$ cat config.mk
export PLATFORM = sky130hd
export DESIGN_NAME = two_class_priority_packet_queue_unit
export DESIGN_NICKNAME = d
export VERILOG_FILES = /design/src/sv/tcppq_pkg.sv /design/src/sv/tcppq_cell.sv /design/src/sv/two_class_priority_packet_queue_unit.sv
export SDC_FILE = /design/constraint.sdc
export NUM_CORES = 1
export LEC_CHECK = 0
export BUFFER_PORTS_ARGS = -buffer_cell sky130_fd_sc_hd__buf_2
export CORE_ASPECT_RATIO = 0.7
export CORE_MARGIN = 2
export CORE_UTILIZATION = 65
export DETAILED_ROUTE_END_ITERATION = 7
export PLACE_DENSITY = 0.81
export SLEW_MARGIN = 20
export SYNTH_ARGS = -nofsm -noshare
export SYNTH_HDL_FRONTEND = slang
export SYNTH_SLANG_ARGS = --single-unit
$ cat constraint.sdc
create_clock -name clock -period 13.7 [get_ports clock]
set_input_delay 0.685 -clock clock [delete_from_list [all_inputs] [get_ports clock]]
set_output_delay 0.685 -clock clock [all_outputs]
set_load 0.01 [all_outputs]
$ cat src/sv/tcppq_pkg.sv
// Shared types and constants for the two-class priority packet queue.
package tcppq_pkg;

   localparam int PAYLOAD_WIDTH = 32;
   localparam int OCC_WIDTH     = 5;

   typedef enum logic {
      OP_ENQUEUE = 1'b0,
      OP_SEND    = 1'b1
   } opcode_type;

   typedef enum logic [1:0] {
      ST_ENQUEUED = 2'd0,
      ST_SENT     = 2'd1,
      ST_EMPTY    = 2'd2,
      ST_FULL     = 2'd3
   } status_type;

   // broadcast from the top level to every cell
   typedef struct packed {
      logic                     enq;
      logic                     send;
      logic                     mode;
      logic                     any_hit;
      logic                     prio;
      logic [PAYLOAD_WIDTH-1:0] payload;
   } cmd_type;

   // handed from a cell to its younger neighbor
   typedef struct packed {
      logic                     prev_valid;
      logic                     hit;
      logic                     sel_prio;
      logic [PAYLOAD_WIDTH-1:0] sel_payload;
   } link_type;

   // contents of one slot, handed to the older neighbor on a shift
   typedef struct packed {
      logic                     valid;
      logic                     prio;
      logic [PAYLOAD_WIDTH-1:0] payload;
   } slot_type;

endpackage

$ cat src/sv/tcppq_cell.sv
// One queue slot: holds a packet, finds the oldest high-priority entry, shifts on send.
module tcppq_cell #(
   parameter bit IS_HEAD = 1'b0
) (
   input  logic                 clock,
   input  logic                 reset,
   input  tcppq_pkg::cmd_type   cmd,
   input  tcppq_pkg::link_type  link_in,
   output tcppq_pkg::link_type  link_out,
   input  tcppq_pkg::slot_type  younger_in,
   output tcppq_pkg::slot_type  slot_out
);

   logic                                valid_ff;
   logic                                valid_in;
   logic                                prio_ff;
   logic                                prio_in;
   logic [tcppq_pkg::PAYLOAD_WIDTH-1:0] payload_ff;
   logic [tcppq_pkg::PAYLOAD_WIDTH-1:0] payload_in;
   logic                                found;
   logic                                hit_out;
   logic                                selected;
   logic                                shift;
   logic                                write;

   assign found    = cmd.mode & valid_ff & prio_ff & ~link_in.hit;
   assign hit_out  = link_in.hit | found;
   assign selected = valid_ff & (cmd.any_hit ? found : IS_HEAD);
   assign shift    = cmd.send & (~cmd.any_hit | hit_out);
   assign write    = cmd.enq & ~valid_ff & link_in.prev_valid;

   always_comb begin
      valid_in   = valid_ff;
      prio_in    = prio_ff;
      payload_in = payload_ff;
      if (shift) begin
         valid_in   = younger_in.valid;
         prio_in    = younger_in.prio;
         payload_in = younger_in.payload;
      end else if (write) begin
         valid_in   = 1'b1;
         prio_in    = cmd.prio;
         payload_in = cmd.payload;
      end
   end

   always_ff @(posedge clock) begin
      if (reset) begin
         valid_ff <= 1'b0;
      end else begin
         valid_ff <= valid_in;
      end
   end

   always_ff @(posedge clock) begin
      prio_ff    <= prio_in;
      payload_ff <= payload_in;
   end

   assign link_out.prev_valid  = valid_ff;
   assign link_out.hit         = hit_out;
   assign link_out.sel_prio    = link_in.sel_prio | (selected & prio_ff);
   assign link_out.sel_payload = link_in.sel_payload
                                 | ({tcppq_pkg::PAYLOAD_WIDTH{selected}} & payload_ff);

   assign slot_out.valid   = valid_ff;
   assign slot_out.prio    = prio_ff;
   assign slot_out.payload = payload_ff;

endmodule

$ cat src/sv/two_class_priority_packet_queue_unit.sv
// Top level of the two-class strict priority packet queue.
//
// Requests arrive on req_*: req_tuser[0] is the opcode (enqueue or send),
// req_tuser[1] the priority class of an enqueued packet, req_tdata the payload.
// Every request gives exactly one response on rsp_*: rsp_tuser carries status
// and the class of a sent packet, rsp_tdata the sent payload and the occupancy
// after the request.
// Packets sit in a row of cells, oldest in cell 0. An enqueue fills the first
// empty cell; a send takes the selected cell and every younger cell loads its
// neighbor's contents in the same cycle. csr_wr_en/csr_wr_data set the
// priority mode (1 = oldest high-priority packet first, 0 = oldest overall).
// The response is registered and valid in the cycle after the request is taken;
// one request is taken per cycle unless a stalled response holds req_tready low.
// The selection is a combinational ripple through all QUEUE_DEPTH cells, which sets the clock limit.
// Reset empties the queue and sets priority mode. A stalled response is held
// in its register; a new request is taken in the cycle the response leaves.
module two_class_priority_packet_queue_unit #(
   parameter int QUEUE_DEPTH = 16
) (
   input  logic        clock,
   input  logic        reset,
   input  logic        req_tvalid,
   output logic        req_tready,
   input  logic [31:0] req_tdata,   // payload[31:0]
   input  logic [1:0]  req_tuser,   // opcode[0], high_priority[1]
   output logic        rsp_tvalid,
   input  logic        rsp_tready,
   output logic [39:0] rsp_tdata,   // sent_payload[31:0], occupancy[36:32], zero[39:37]
   output logic [2:0]  rsp_tuser,   // status[1:0], sent_high_priority[2]
   input  logic        csr_wr_en,
   input  logic        csr_wr_data
);

   localparam int CountWidth = $clog2(QUEUE_DEPTH + 1);

   logic                  mode_ff;
   logic [CountWidth-1:0] count_ff;
   logic [CountWidth-1:0] count_in;
   logic                  rsp_valid_ff;
   logic [39:0]           rsp_data_ff;
   logic [39:0]           rsp_data_in;
   logic [2:0]            rsp_user_ff;
   logic [2:0]            rsp_user_in;
   logic                  accept;
   logic                  is_send;
   logic                  empty;
   logic                  full;
   tcppq_pkg::status_type status;
   tcppq_pkg::cmd_type    cmd;
   tcppq_pkg::link_type   link [QUEUE_DEPTH+1];
   tcppq_pkg::slot_type   slot [QUEUE_DEPTH+1];
   logic [QUEUE_DEPTH-1:0] valid_vec;

   assign req_tready = ~rsp_valid_ff | rsp_tready;
   assign accept     = req_tvalid & req_tready;
   assign is_send    = (req_tuser[0] == tcppq_pkg::OP_SEND);
   assign empty      = (count_ff == '0);
   assign full       = (count_ff == CountWidth'(QUEUE_DEPTH));

   assign cmd.enq     = accept & ~is_send & ~full;
   assign cmd.send    = accept & is_send & ~empty;
   assign cmd.mode    = mode_ff;
   assign cmd.any_hit = link[QUEUE_DEPTH].hit;
   assign cmd.prio    = req_tuser[1];
   assign cmd.payload = req_tdata;

   assign link[0].prev_valid  = 1'b1;
   assign link[0].hit         = 1'b0;
   assign link[0].sel_prio    = 1'b0;
   assign link[0].sel_payload = '0;
   assign slot[QUEUE_DEPTH]   = '0;

   for (genvar i = 0; i < QUEUE_DEPTH; i++) begin : g_cell
      tcppq_cell #(
         .IS_HEAD (i == 0)
      ) u_cell (
         .clock      (clock),
         .reset      (reset),
         .cmd        (cmd),
         .link_in    (link[i]),
         .link_out   (link[i+1]),
         .younger_in (slot[i+1]),
         .slot_out   (slot[i])
      );
      assign valid_vec[i] = slot[i].valid;
   end

   always_comb begin
      count_in = count_ff;
      if (cmd.enq) begin
         count_in = count_ff + 1'b1;
      end else if (cmd.send) begin
         count_in = count_ff - 1'b1;
      end
   end

   always_comb begin
      if (is_send) begin
         status = empty ? tcppq_pkg::ST_EMPTY : tcppq_pkg::ST_SENT;
      end else begin
         status = full ? tcppq_pkg::ST_FULL : tcppq_pkg::ST_ENQUEUED;
      end
      rsp_data_in = {3'b000, tcppq_pkg::OCC_WIDTH'(count_in), 32'h0};
      rsp_user_in = {1'b0, status};
      if (cmd.send) begin
         rsp_data_in[31:0] = link[QUEUE_DEPTH].sel_payload;
         rsp_user_in[2]    = link[QUEUE_DEPTH].sel_prio;
      end
   end

   always_ff @(posedge clock) begin
      if (reset) begin
         mode_ff      <= 1'b1;
         count_ff     <= '0;
         rsp_valid_ff <= 1'b0;
      end else begin
         if (csr_wr_en) begin
            mode_ff <= csr_wr_data;
         end
         count_ff <= count_in;
         if (accept) begin
            rsp_valid_ff <= 1'b1;
         end else if (rsp_tready) begin
            rsp_valid_ff <= 1'b0;
         end
      end
   end

   always_ff @(posedge clock) begin
      if (accept) begin
         rsp_data_ff <= rsp_data_in;
         rsp_user_ff <= rsp_user_in;
      end
   end

   assign rsp_tvalid = rsp_valid_ff;
   assign rsp_tdata  = rsp_data_ff;
   assign rsp_tuser  = rsp_user_ff;

   a_resp_follows: assert property (@(posedge clock) disable iff (reset)
      accept |=> rsp_tvalid)
      else $error("request taken without a response");

   a_count_matches: assert property (@(posedge clock) disable iff (reset)
      $countones(valid_vec) == 32'(count_ff))
      else $error("occupied cells disagree with packet count");

   a_count_bound: assert property (@(posedge clock) disable iff (reset)
      32'(count_ff) <= QUEUE_DEPTH)
      else $error("packet count above queue depth");

   a_full_no_store: assert property (@(posedge clock) disable iff (reset)
      (accept && !is_send && full) |=> $stable(count_ff))
      else $error("dropped packet changed the queue");

endmodule

* Yosys cells after proc, flatten, opt, wreduce, memory -nomap -nowiden
Index checks and enable logic that the tools add are counted.
W data, S select, Z words.
** Storage, ports and cells
- Bits in registers :: 591
- Bits in latches :: 0
- Memory bits (writable) :: 0
- Memory bits (read-only) :: 0
- Input port bits :: 40
- Output and inout bits :: 45
- Logic and storage cells :: 432
- Memories :: 0
** Operators by class
- Add/sub/neg operators :: 2
- Multiply operators :: 0
- Divide/modulo/power cells :: 0
- Order comparisons :: 0
- Equality and inequality tests :: 1
- Shifts and indexed selects :: 0
- Multiplexer cells :: 113
- Bitwise gates (word level) :: 243
- Reductions and logical operators :: 18
** Operators by type and width (count)
- $mux W32 :: 30
- $and A32 B32 Y32 :: 16
- $or A32 B32 Y32 :: 15
- $and A1 B1 Y1 :: 130
- $mux W1 :: 78
- $or A1 B1 Y1 :: 46
- $not A1 Y1 :: 36
- $reduce_bool A2 Y1 :: 16
- $mux W5 :: 2
- $mux W2 :: 3
- $add A5 B1 Y5 const B :: 1
- $eq A5 B5 Y1 const B :: 1
- $logic_not A5 Y1 :: 1
- $sub A5 B1 Y5 const B :: 1
- $reduce_or A2 Y1 :: 1

* Logic depth before layout (Yosys ltp)
Gate-level depths: netlist of run 1.
- Depth in word-level cells :: 65
- Depth in mapped cells :: 11
- Mapped depth without buffers :: 8

* Hierarchy
From an unflattened synthesis of run 1, not the netlist that was laid out.
** Second synthesis, totals
- Cell total of the unflattened synthesis :: 2083
- Area total of the unflattened synthesis :: 30885.9 µm²
** By module, submodules not included
- tcppq_cell at g_cell[10].u_cell ... :: times used 15, cells each 121, area each 1796.7 µm²
- two_class_priority_packet_queue_unit :: times used 1, cells each 147, area each 2127.0 µm²
- tcppq_cell at g_cell[0].u_cell :: times used 1, cells each 121, area each 1808.0 µm²

* Least setup slack after synthesis of run 1
Ideal clock, no wire load.
- Path type :: input-to-reg
- Start point :: in req_tuser[0]
- End point :: reg g_cell[8].u_cell.payload_ff[0] in the netlist's numbering (enable)
- Data arrival time :: 4383 ps
- Setup slack :: 8848 ps
- Cell stages on the path :: 5
- Path buffers :: 2
- Cell sequence :: clkbuf_1 a2111oi_1 clkbuf_1 nand2_1 o21ai_0
** Between the ends
- Longest elaborated chain between the ends :: 6
** Ends and longest elaborated chain
- start, declared :: RTL line two_class_priority_packet_queue_unit.sv:25 : input logic [1:0] req_tuser,
- $not A1 Y1 :: RTL line two_class_priority_packet_queue_unit.sv:60 : assign cmd.enq = accept & ~is_send & ~full;
- $and A1 B1 Y1 (2 in a row) :: RTL line two_class_priority_packet_queue_unit.sv:60
- $and A1 B1 Y1 (2 in a row) :: RTL line tcppq_cell.sv:30 : assign write = cmd.enq & ~valid_ff & link_in.prev_valid;
- $reduce_bool A2 Y1 (no line) *
- end signal, assigned :: RTL line tcppq_cell.sv:57 : payload_ff <= payload_in;
- end, declared :: RTL line tcppq_cell.sv:18 : logic [tcppq_pkg::PAYLOAD_WIDTH-1:0] payload_ff;
Every way passes the cells marked *; elsewhere a longest branch is shown, timed or not.
A chain may end at the register's enable or synchronous reset.

* Final worst setup path of run 1
- Start point :: reg g_cell[2].u_cell.prio_ff
- End point :: reg g_cell[11].u_cell.payload_ff[21] in the netlist's numbering (enable)
** Between the ends
- Longest elaborated chain between the ends :: 46
** Ends and longest elaborated chain
- start, declared :: RTL line tcppq_cell.sv:16 : logic prio_ff;
- start signal, assigned :: RTL line tcppq_cell.sv:56 : prio_ff <= prio_in;
- $and A1 B1 Y1 * (2 in a row) :: RTL line tcppq_cell.sv:26 : assign found = cmd.mode & valid_ff & prio_ff & ~link_in.hit;
- $or A1 B1 Y1 * :: RTL line tcppq_cell.sv:27 : assign hit_out = link_in.hit | found;
- $not A1 Y1 :: RTL line tcppq_cell.sv:26
- $and A1 B1 Y1 :: RTL line tcppq_cell.sv:26
- $or A1 B1 Y1 * :: RTL line tcppq_cell.sv:27
- $not A1 Y1 :: RTL line tcppq_cell.sv:26
- $and A1 B1 Y1 :: RTL line tcppq_cell.sv:26
- $or A1 B1 Y1 * :: RTL line tcppq_cell.sv:27
- [29 not listed]
- $or A1 B1 Y1 :: RTL line tcppq_cell.sv:27
- $not A1 Y1 :: RTL line tcppq_cell.sv:26
- $and A1 B1 Y1 :: RTL line tcppq_cell.sv:26
- $or A1 B1 Y1 :: RTL line tcppq_cell.sv:27
- $not A1 Y1
- $or A1 B1 Y1 * :: RTL line tcppq_cell.sv:29 : assign shift = cmd.send & (~cmd.any_hit | hit_out);
- $and A1 B1 Y1 * :: RTL line tcppq_cell.sv:29
- $reduce_bool A2 Y1 (no line) *
- end signal, assigned :: RTL line tcppq_cell.sv:57
- end, declared :: RTL line tcppq_cell.sv:18
Marks and branches as above.

==> results_dict.tcl, run 1 <==
set metrics [dict create \
    status "completed" \
    syn_area_per_cell_um2 13.92 \
    finalClockSkew_ns 0.03135 \
    yosysSeqAreaShare_pct 60.30 \
    peakVddDrop_v 0.0001215 \
    holdWs_ns 0.2906 \
    r2r-start "g_cell[2].u_cell.prio_ff" \
    num_antenna_cells 0 \
    dpl.cell_count 2596 \
    fillers 2766 \
    wirelength_um 86200 \
    synth_top_cell_by_area "edfxtp_1" \
    clock_path_buffers 3 \
    rsz0062_at_grt "no" \
    antenna_found_initial 0 \
    dieArea_um2 45570 \
    min_path_type "primary input to flop" \
    yosys.cell_types.count 62 \
    cts-root-buf "clkbuf_16" \
    die_h_um 179.2 \
    core_area_um2 43480 \
    ctsHoldBuffers 0 \
    max_freq_mhz 216.5 \
    synth_edf_count 535 \
    multi_input_area_um2 10760 \
    layout-drive-gt1-share_pct 34.22 \
    async_reset_ff_share_pct 0 \
    cp_data_arrival_time_ns 4.85 \
    cts_tree "yes" \
    fin_cells 2701 \
    grt_pass1_vias 19110 \
    portBuffers 81 \
    cp_max_fo 30 \
    nNetsFinal 2104 \
    numClockSinks 591 \
    initial_core_util_pct 65.55 \
    worst_pin_slew_ns 1.149 \
    drc_errors 0 \
    r2r_end "g_cell[11].u_cell.payload_ff[21]" \
    synthTopCellsByArea "edfxtp_1, mux2_2, dfxtp_1" \
    drtIter0Drc 3843 \
    cp-end-kind "flop" \
    startpoint_type "flop" \
    path_class "flop to flop" \
    ff_latch_area_um2 17190 \
    place.gp.congestion 0.9389 \
    ios 85 \
    clock_latency_ns 0.62 \
    ys_warn_count 0 \
    gr-total-overflow 0 \
    setup-tns-final_ns 0 \
    setup_viol 0 \
    synthCells 2048 \
    power_uw 4752 \
    routedWlPerCell_um 31.91 \
    h-tree-depth 2 \
    firstDrtPassIters 8 \
    final_area_um2 31340 \
    grt_max_degree 42 \
    place_area_um2 29520 \
    post_cts_buffers 0 \
    hold_viol 0 \
    grt_use_total_pct 37.64 \
    area_growth_syn_to_layout_pct 9.934 \
    synth_top_area_share_pct 56.36 \
    rrSetupSlack_ns 9.08 \
    cts_buffers 56 \
    p_leak_uw 0.01058 \
    ys_ff_latch 591 \
    hold-path-endpoint "mode_ff" \
    num_rows 64 \
    synth_ff_type "edfxtp_1" \
    grt_pass1_wl_um 123800 \
    relSlewSlack_pct 23.43 \
    power.density_nw_per_um2 151.6 \
    layout_min_cycle_time_ns 4.619 \
    ctsResizeCount 0 \
    drv_slew 0 \
    worstPathRequired_ns 13.93 \
    maxCapViolations 0 \
    vias 19850 \
    clkTransAtPathRegs_ns 0.06 \
    die-width_um 254.3 \
    viasPerCell 7.349 \
    synthesis.area_um2 28500 \
    dpl.hpwl_um 49200 \
    fin_crit_sh_pct 33.72 \
    worstHoldPathCells 2 \
    min_from "csr_wr_data" \
    ant_nets 0 \
    ff2ff_path_depth 7 \
]
## worst max-delay path, stage by stage (launching register included)
cell	delay, ns
edfxtp_1	0.47
a222oi_1	0.66
nand4_1	0.31
or3_1	0.70
a31oi_4	0.82
buf_4	0.52
o21bai_4	0.23
buf_4	0.51
## final cells by class
cell class	count	area share (%)
sequential	591	54.85
multi-input combinational	1271	34.34
clock buffer	75	4.923
timing repair buffer	136	2.779
tap	594	2.372
clock inverter	28	0.6668
inverter	6	0.07187
## cells by family (layout without fill, tap and decap cells)
| logic type | count (synthesis) | count (layout) | share of synthesized area (%) |
|---|---|---|---|
| flip-flops | 591 | 591 | 60.30 |
| multiplexers | 462 | 462 | 18.98 |
| AND/OR/NAND/NOR | 410 | 410 | 6.203 |
| AO/OA/AOI/OAI | 390 | 390 | 11.17 |
| buffers and inverters | 188 | 245 | 3.130 |
| XOR/XNOR | 4 | 4 | 0.1229 |
| adder cells (fa/ha/maj) | 2 | 2 | 0.08778 |
| other | 1 | 3 | 0.01316 |
## layer usage
layer	routed length, µm	GRT usage (%)	share of wire (%)	vias up
li1	-	-	-	8087
met4	3212	13.11	3.7	0
met5	0	0.3297	0	-
met3	14340	12.21	17	252
met1	33060	54.77	38	9703
met2	35580	53.10	41	1807
## placed cells by master (no fill, tap or decap), drive strengths merged, types with 3 or more instances in the layout
cell type | synthesis | layout
a221oi | 21 | 21
nand3 | 46 | 46
mux2 | 462 | 462
nor2b | 16 | 16
nor3 | 15 | 15
nand4 | 6 | 6
o22ai | 21 | 21
nor3b | 12 | 12
a31oi | 17 | 17
nor2 | 53 | 53
a311oi | 20 | 20
o21ai | 13 | 13
xnor2 | 3 | 3
o211a | 12 | 12
a31o | 3 | 3
nand2 | 243 | 243
and2 | 8 | 8
clkinvlp | 0 | 3
edfxtp | 535 | 535
clkbuf | 125 | 75
a22oi | 80 | 80
dfxtp | 56 | 56
o31a | 20 | 20
o21bai | 8 | 8
a2bb2oi | 11 | 11
a211oi | 17 | 17
conb | 1 | 3
and3 | 7 | 7
inv | 6 | 8
buf | 57 | 136
a21oi | 44 | 44
a222oi | 56 | 56
clkinv | 0 | 21
a22o | 31 | 31
## synth_stat cells (all sizes together), types with 13 or more instances
library cell / number
nand3: 46
a221oi: 21
mux2: 462
nor2: 53
a31oi: 17
a21oi: 44
a22oi: 80
o22ai: 21
a311oi: 20
o21ai: 13
nor2b: 16
clkbuf: 125
edfxtp: 535
a222oi: 56
a22o: 31
dfxtp: 56
buf: 57
a211oi: 17
nand2: 243
nor3: 15
o31a: 20
## state kept, by name (all words and copies together), names as in the netlist
register                  cells
g_cell.u_cell.payload_ff    512
rsp_tdata                    37
g_cell.u_cell.prio_ff        16
g_cell.u_cell.valid_ff       16
count_ff                      5
rsp_tuser                     3
mode_ff                       1
rsp_tvalid                    1
## worst max-delay path by stage
| stage | from | cells after the start | slack (ns) | end |
|---|---|---|---|---|
| after detailed placement | g_cell[2].u_cell.prio_ff | 7 | 9.26 | g_cell[11].u_cell.payload_ff[21] |
| after CTS | g_cell[2].u_cell.prio_ff | 7 | 9.24 | g_cell[11].u_cell.payload_ff[22] |
| after global placement | g_cell[2].u_cell.prio_ff | 7 | 9.37 | g_cell[11].u_cell.payload_ff[21] |
| final | g_cell[2].u_cell.prio_ff | 7 | 9.08 | g_cell[11].u_cell.payload_ff[21] |
| after floorplan | req_tuser[0] | 5 | 8.85 | g_cell[8].u_cell.payload_ff[0] |
| after global routing | g_cell[2].u_cell.prio_ff | 7 | 9.01 | g_cell[11].u_cell.payload_ff[22] |
## metrics by stage
step                util (%)  worst slack (ns)
global route           72.06             9.014
CTS                    71.92             9.244
finish                 72.06             9.081
global placement       67.83             9.366
detailed placement     67.89             9.261
floorplan                  -             8.848
## power breakdown
group / switching [µW] / internal (µW) / total (µW)
Clock: 691 / 828 / 1520
Sequential: 112 / 2210 / 2320
Combinational: 590 / 318 / 908
Total: 1390 / 3360 / 4750
Power figures use the tool's default switching activity.
==> run 2: changes to the inputs <==
CORE_UTILIZATION = 63   (was 65)
PLACE_DENSITY = 0.79   (was 0.81)
clock period = 4.4 ns   (was 13.7 ns; I/O delays follow)
==> run 2 against run 1 <==
The flow now finishes with violations (DRC); core utilization fell by 1.6 points; clock-buffer cell count up 12; highest routed layer unchanged; wire length fell by 2.8%; combinational power grew to 3.1 times the previous value; critical endpoint is now g_cell[2].u_cell.payload_ff[25].
==> results_dict.tcl, run 2 (synthesized netlist as in run 1, its figures left out) <==
set metrics [dict create \
    largest_register "g_cell.u_cell.payload_ff" \
    setup_viol 0 \
    gr-total-overflow 0 \
    num_rows 65 \
    worstPathRequired_ns 4.74 \
    holdWs_ns 0.01878 \
    firstDrtPassIters 8 \
    max_stage_delay_ns 0.70 \
    ios 85 \
    final_area_um2 31650 \
    cp-end-kind "flop" \
    grt_use_total_pct 35.30 \
    clock_path_buffers 3 \
    portBuffers 81 \
    clkTransAtPathRegs_ns 0.07 \
    cp_cell_sequence "a222oi_1 > nand4_1 > or3_1 > a31o_2 > buf_4 > mux2_4" \
    finalClockSkew_ns 0.02524 \
    hold_viol 0 \
    ant_nets 0 \
    critPathSlowestCell "or3_1" \
    cts_tree "yes" \
    core_area_um2 44890 \
    grt_max_degree 42 \
    largest_register_ffs 512 \
    initial_core_util_pct 63.49 \
    clock_latency_ns 0.61 \
    die_h_um 182.0 \
    mostFrequentLayoutCell "edfxtp_1" \
    dpl.cell_count 2619 \
    cp_data_arrival_time_ns 4.08 \
    violations "DRC" \
    dpl.hpwl_um 53230 \
    worst_pin_slew_ns 1.098 \
    ctsResizeCount 0 \
    h-tree-depth 2 \
    place.gp.congestion 0.8944 \
    die-width_um 258.2 \
    power.density_nw_per_um2 463.5 \
    fin_cells 2740 \
    postLayoutCoreUtil_pct 70.51 \
    cts_buffers 54 \
    nNetsFinal 2135 \
    grt_pass1_vias 19260 \
    num_antenna_cells 0 \
    grt_pass1_wl_um 122800 \
    dieArea_um2 46990 \
    layout_min_cycle_time_ns 3.740 \
    vias 19590 \
    fin_crit_sh_pct 84.99 \
    p_leak_uw 0.01071 \
    place_area_um2 29750 \
    area_growth_syn_to_layout_pct 11.05 \
    path_class "flop to flop" \
    antenna_found_initial 0 \
    numClockSinks 591 \
    startpoint_type "flop" \
    cp_max_fo 22 \
    min_path_type "primary input to flop" \
    fillers 2996 \
    critPathBufInv 1 \
    viasPerCell 7.151 \
    routedWlPerCell_um 30.57 \
    critPathTopFamily "compound AO/OA/AOI/OAI gates" \
    peakVddDrop_v 0.0003259 \
    rsz0062_at_grt "no" \
    drc_errors 10 \
    status "complete, but fails checks" \
    setup-tns-final_ns 0 \
    final_cell_mix "edfxtp_1, mux2_2, nand2_1, buf_2, a22oi_1" \
    cts-root-buf "clkbuf_16" \
    wirelength_um 83760 \
    drtIter0Drc 3006 \
    multi_input_area_um2 10760 \
    layout-drive-gt1-share_pct 33.79 \
    drv_slew 0 \
    relSlewSlack_pct 26.53 \
    ff_latch_area_um2 17190 \
    maxCapViolations 0 \
    max_freq_mhz 267.4 \
]
[run 2: final cells by class]
type / count / area share [%]
multi-input combinational: 1271 / 33.99
timing repair buffer: 169 / 3.953
inverter: 6 / 0.07115
clock inverter: 13 / 0.3558
clock buffer: 87 / 4.949
tap: 603 / 2.384
sequential: 591 / 54.30
[run 2: final timing paths]
kind	to	startpoint	cells past startpoint	slack [ns]
worst max register to register	g_cell[2].u_cell.payload_ff[25]	g_cell[2].u_cell.prio_ff	6	0.66
worst min register to register	g_cell[15].u_cell.payload_ff[24]	g_cell[15].u_cell.payload_ff[24]	2	0.47
worst min-delay path	g_cell[15].u_cell.payload_ff[10]	req_tdata[10]	3	0.02
worst max-delay path	g_cell[2].u_cell.payload_ff[25]	g_cell[2].u_cell.prio_ff	6	0.66
[run 2: layer usage]
metal	part of all wire, %	GRT usage, %	vias to the layer above	wire length [µm]
met3	15	9.269	205	12350
met4	3.9	13.41	0	3293
met2	42	49.70	1575	34900
li1	-	-	8138	-
met5	0	0	-	0
met1	40	52.57	9676	33230
[run 2: through the flow]
step	worst slack, ns	total power [µW]
floorplan	0.09847	9022
global placement	0.8649	9910
detailed placement	0.7531	10040
CTS	0.7415	14580
global route	0.4853	15060
finish	0.6603	14670
[run 2: repair_timing]
item,in CTS,in global routing
hold endpoints to repair,18,0
hold buffers,20,0
setup buffers,0,0
[run 2: power breakdown]
part / leakage (µW) / internal, µW / switching (µW)
Sequential: 0.00537 / 6890 / 362
Clock: 0.000818 / 2540 / 2060
Combinational: 0.00452 / 1040 / 1780
Total: 0.0107 / 10500 / 4200
[run 2: tightest hold or removal path, delay by kind of cell]
family | cells | cell delay [ns]
AOI/OAI and AO/OA | 1 | 0.05
buffers and inverters | 1 | 0.20
and+or+nand+nor | 1 | 0.10
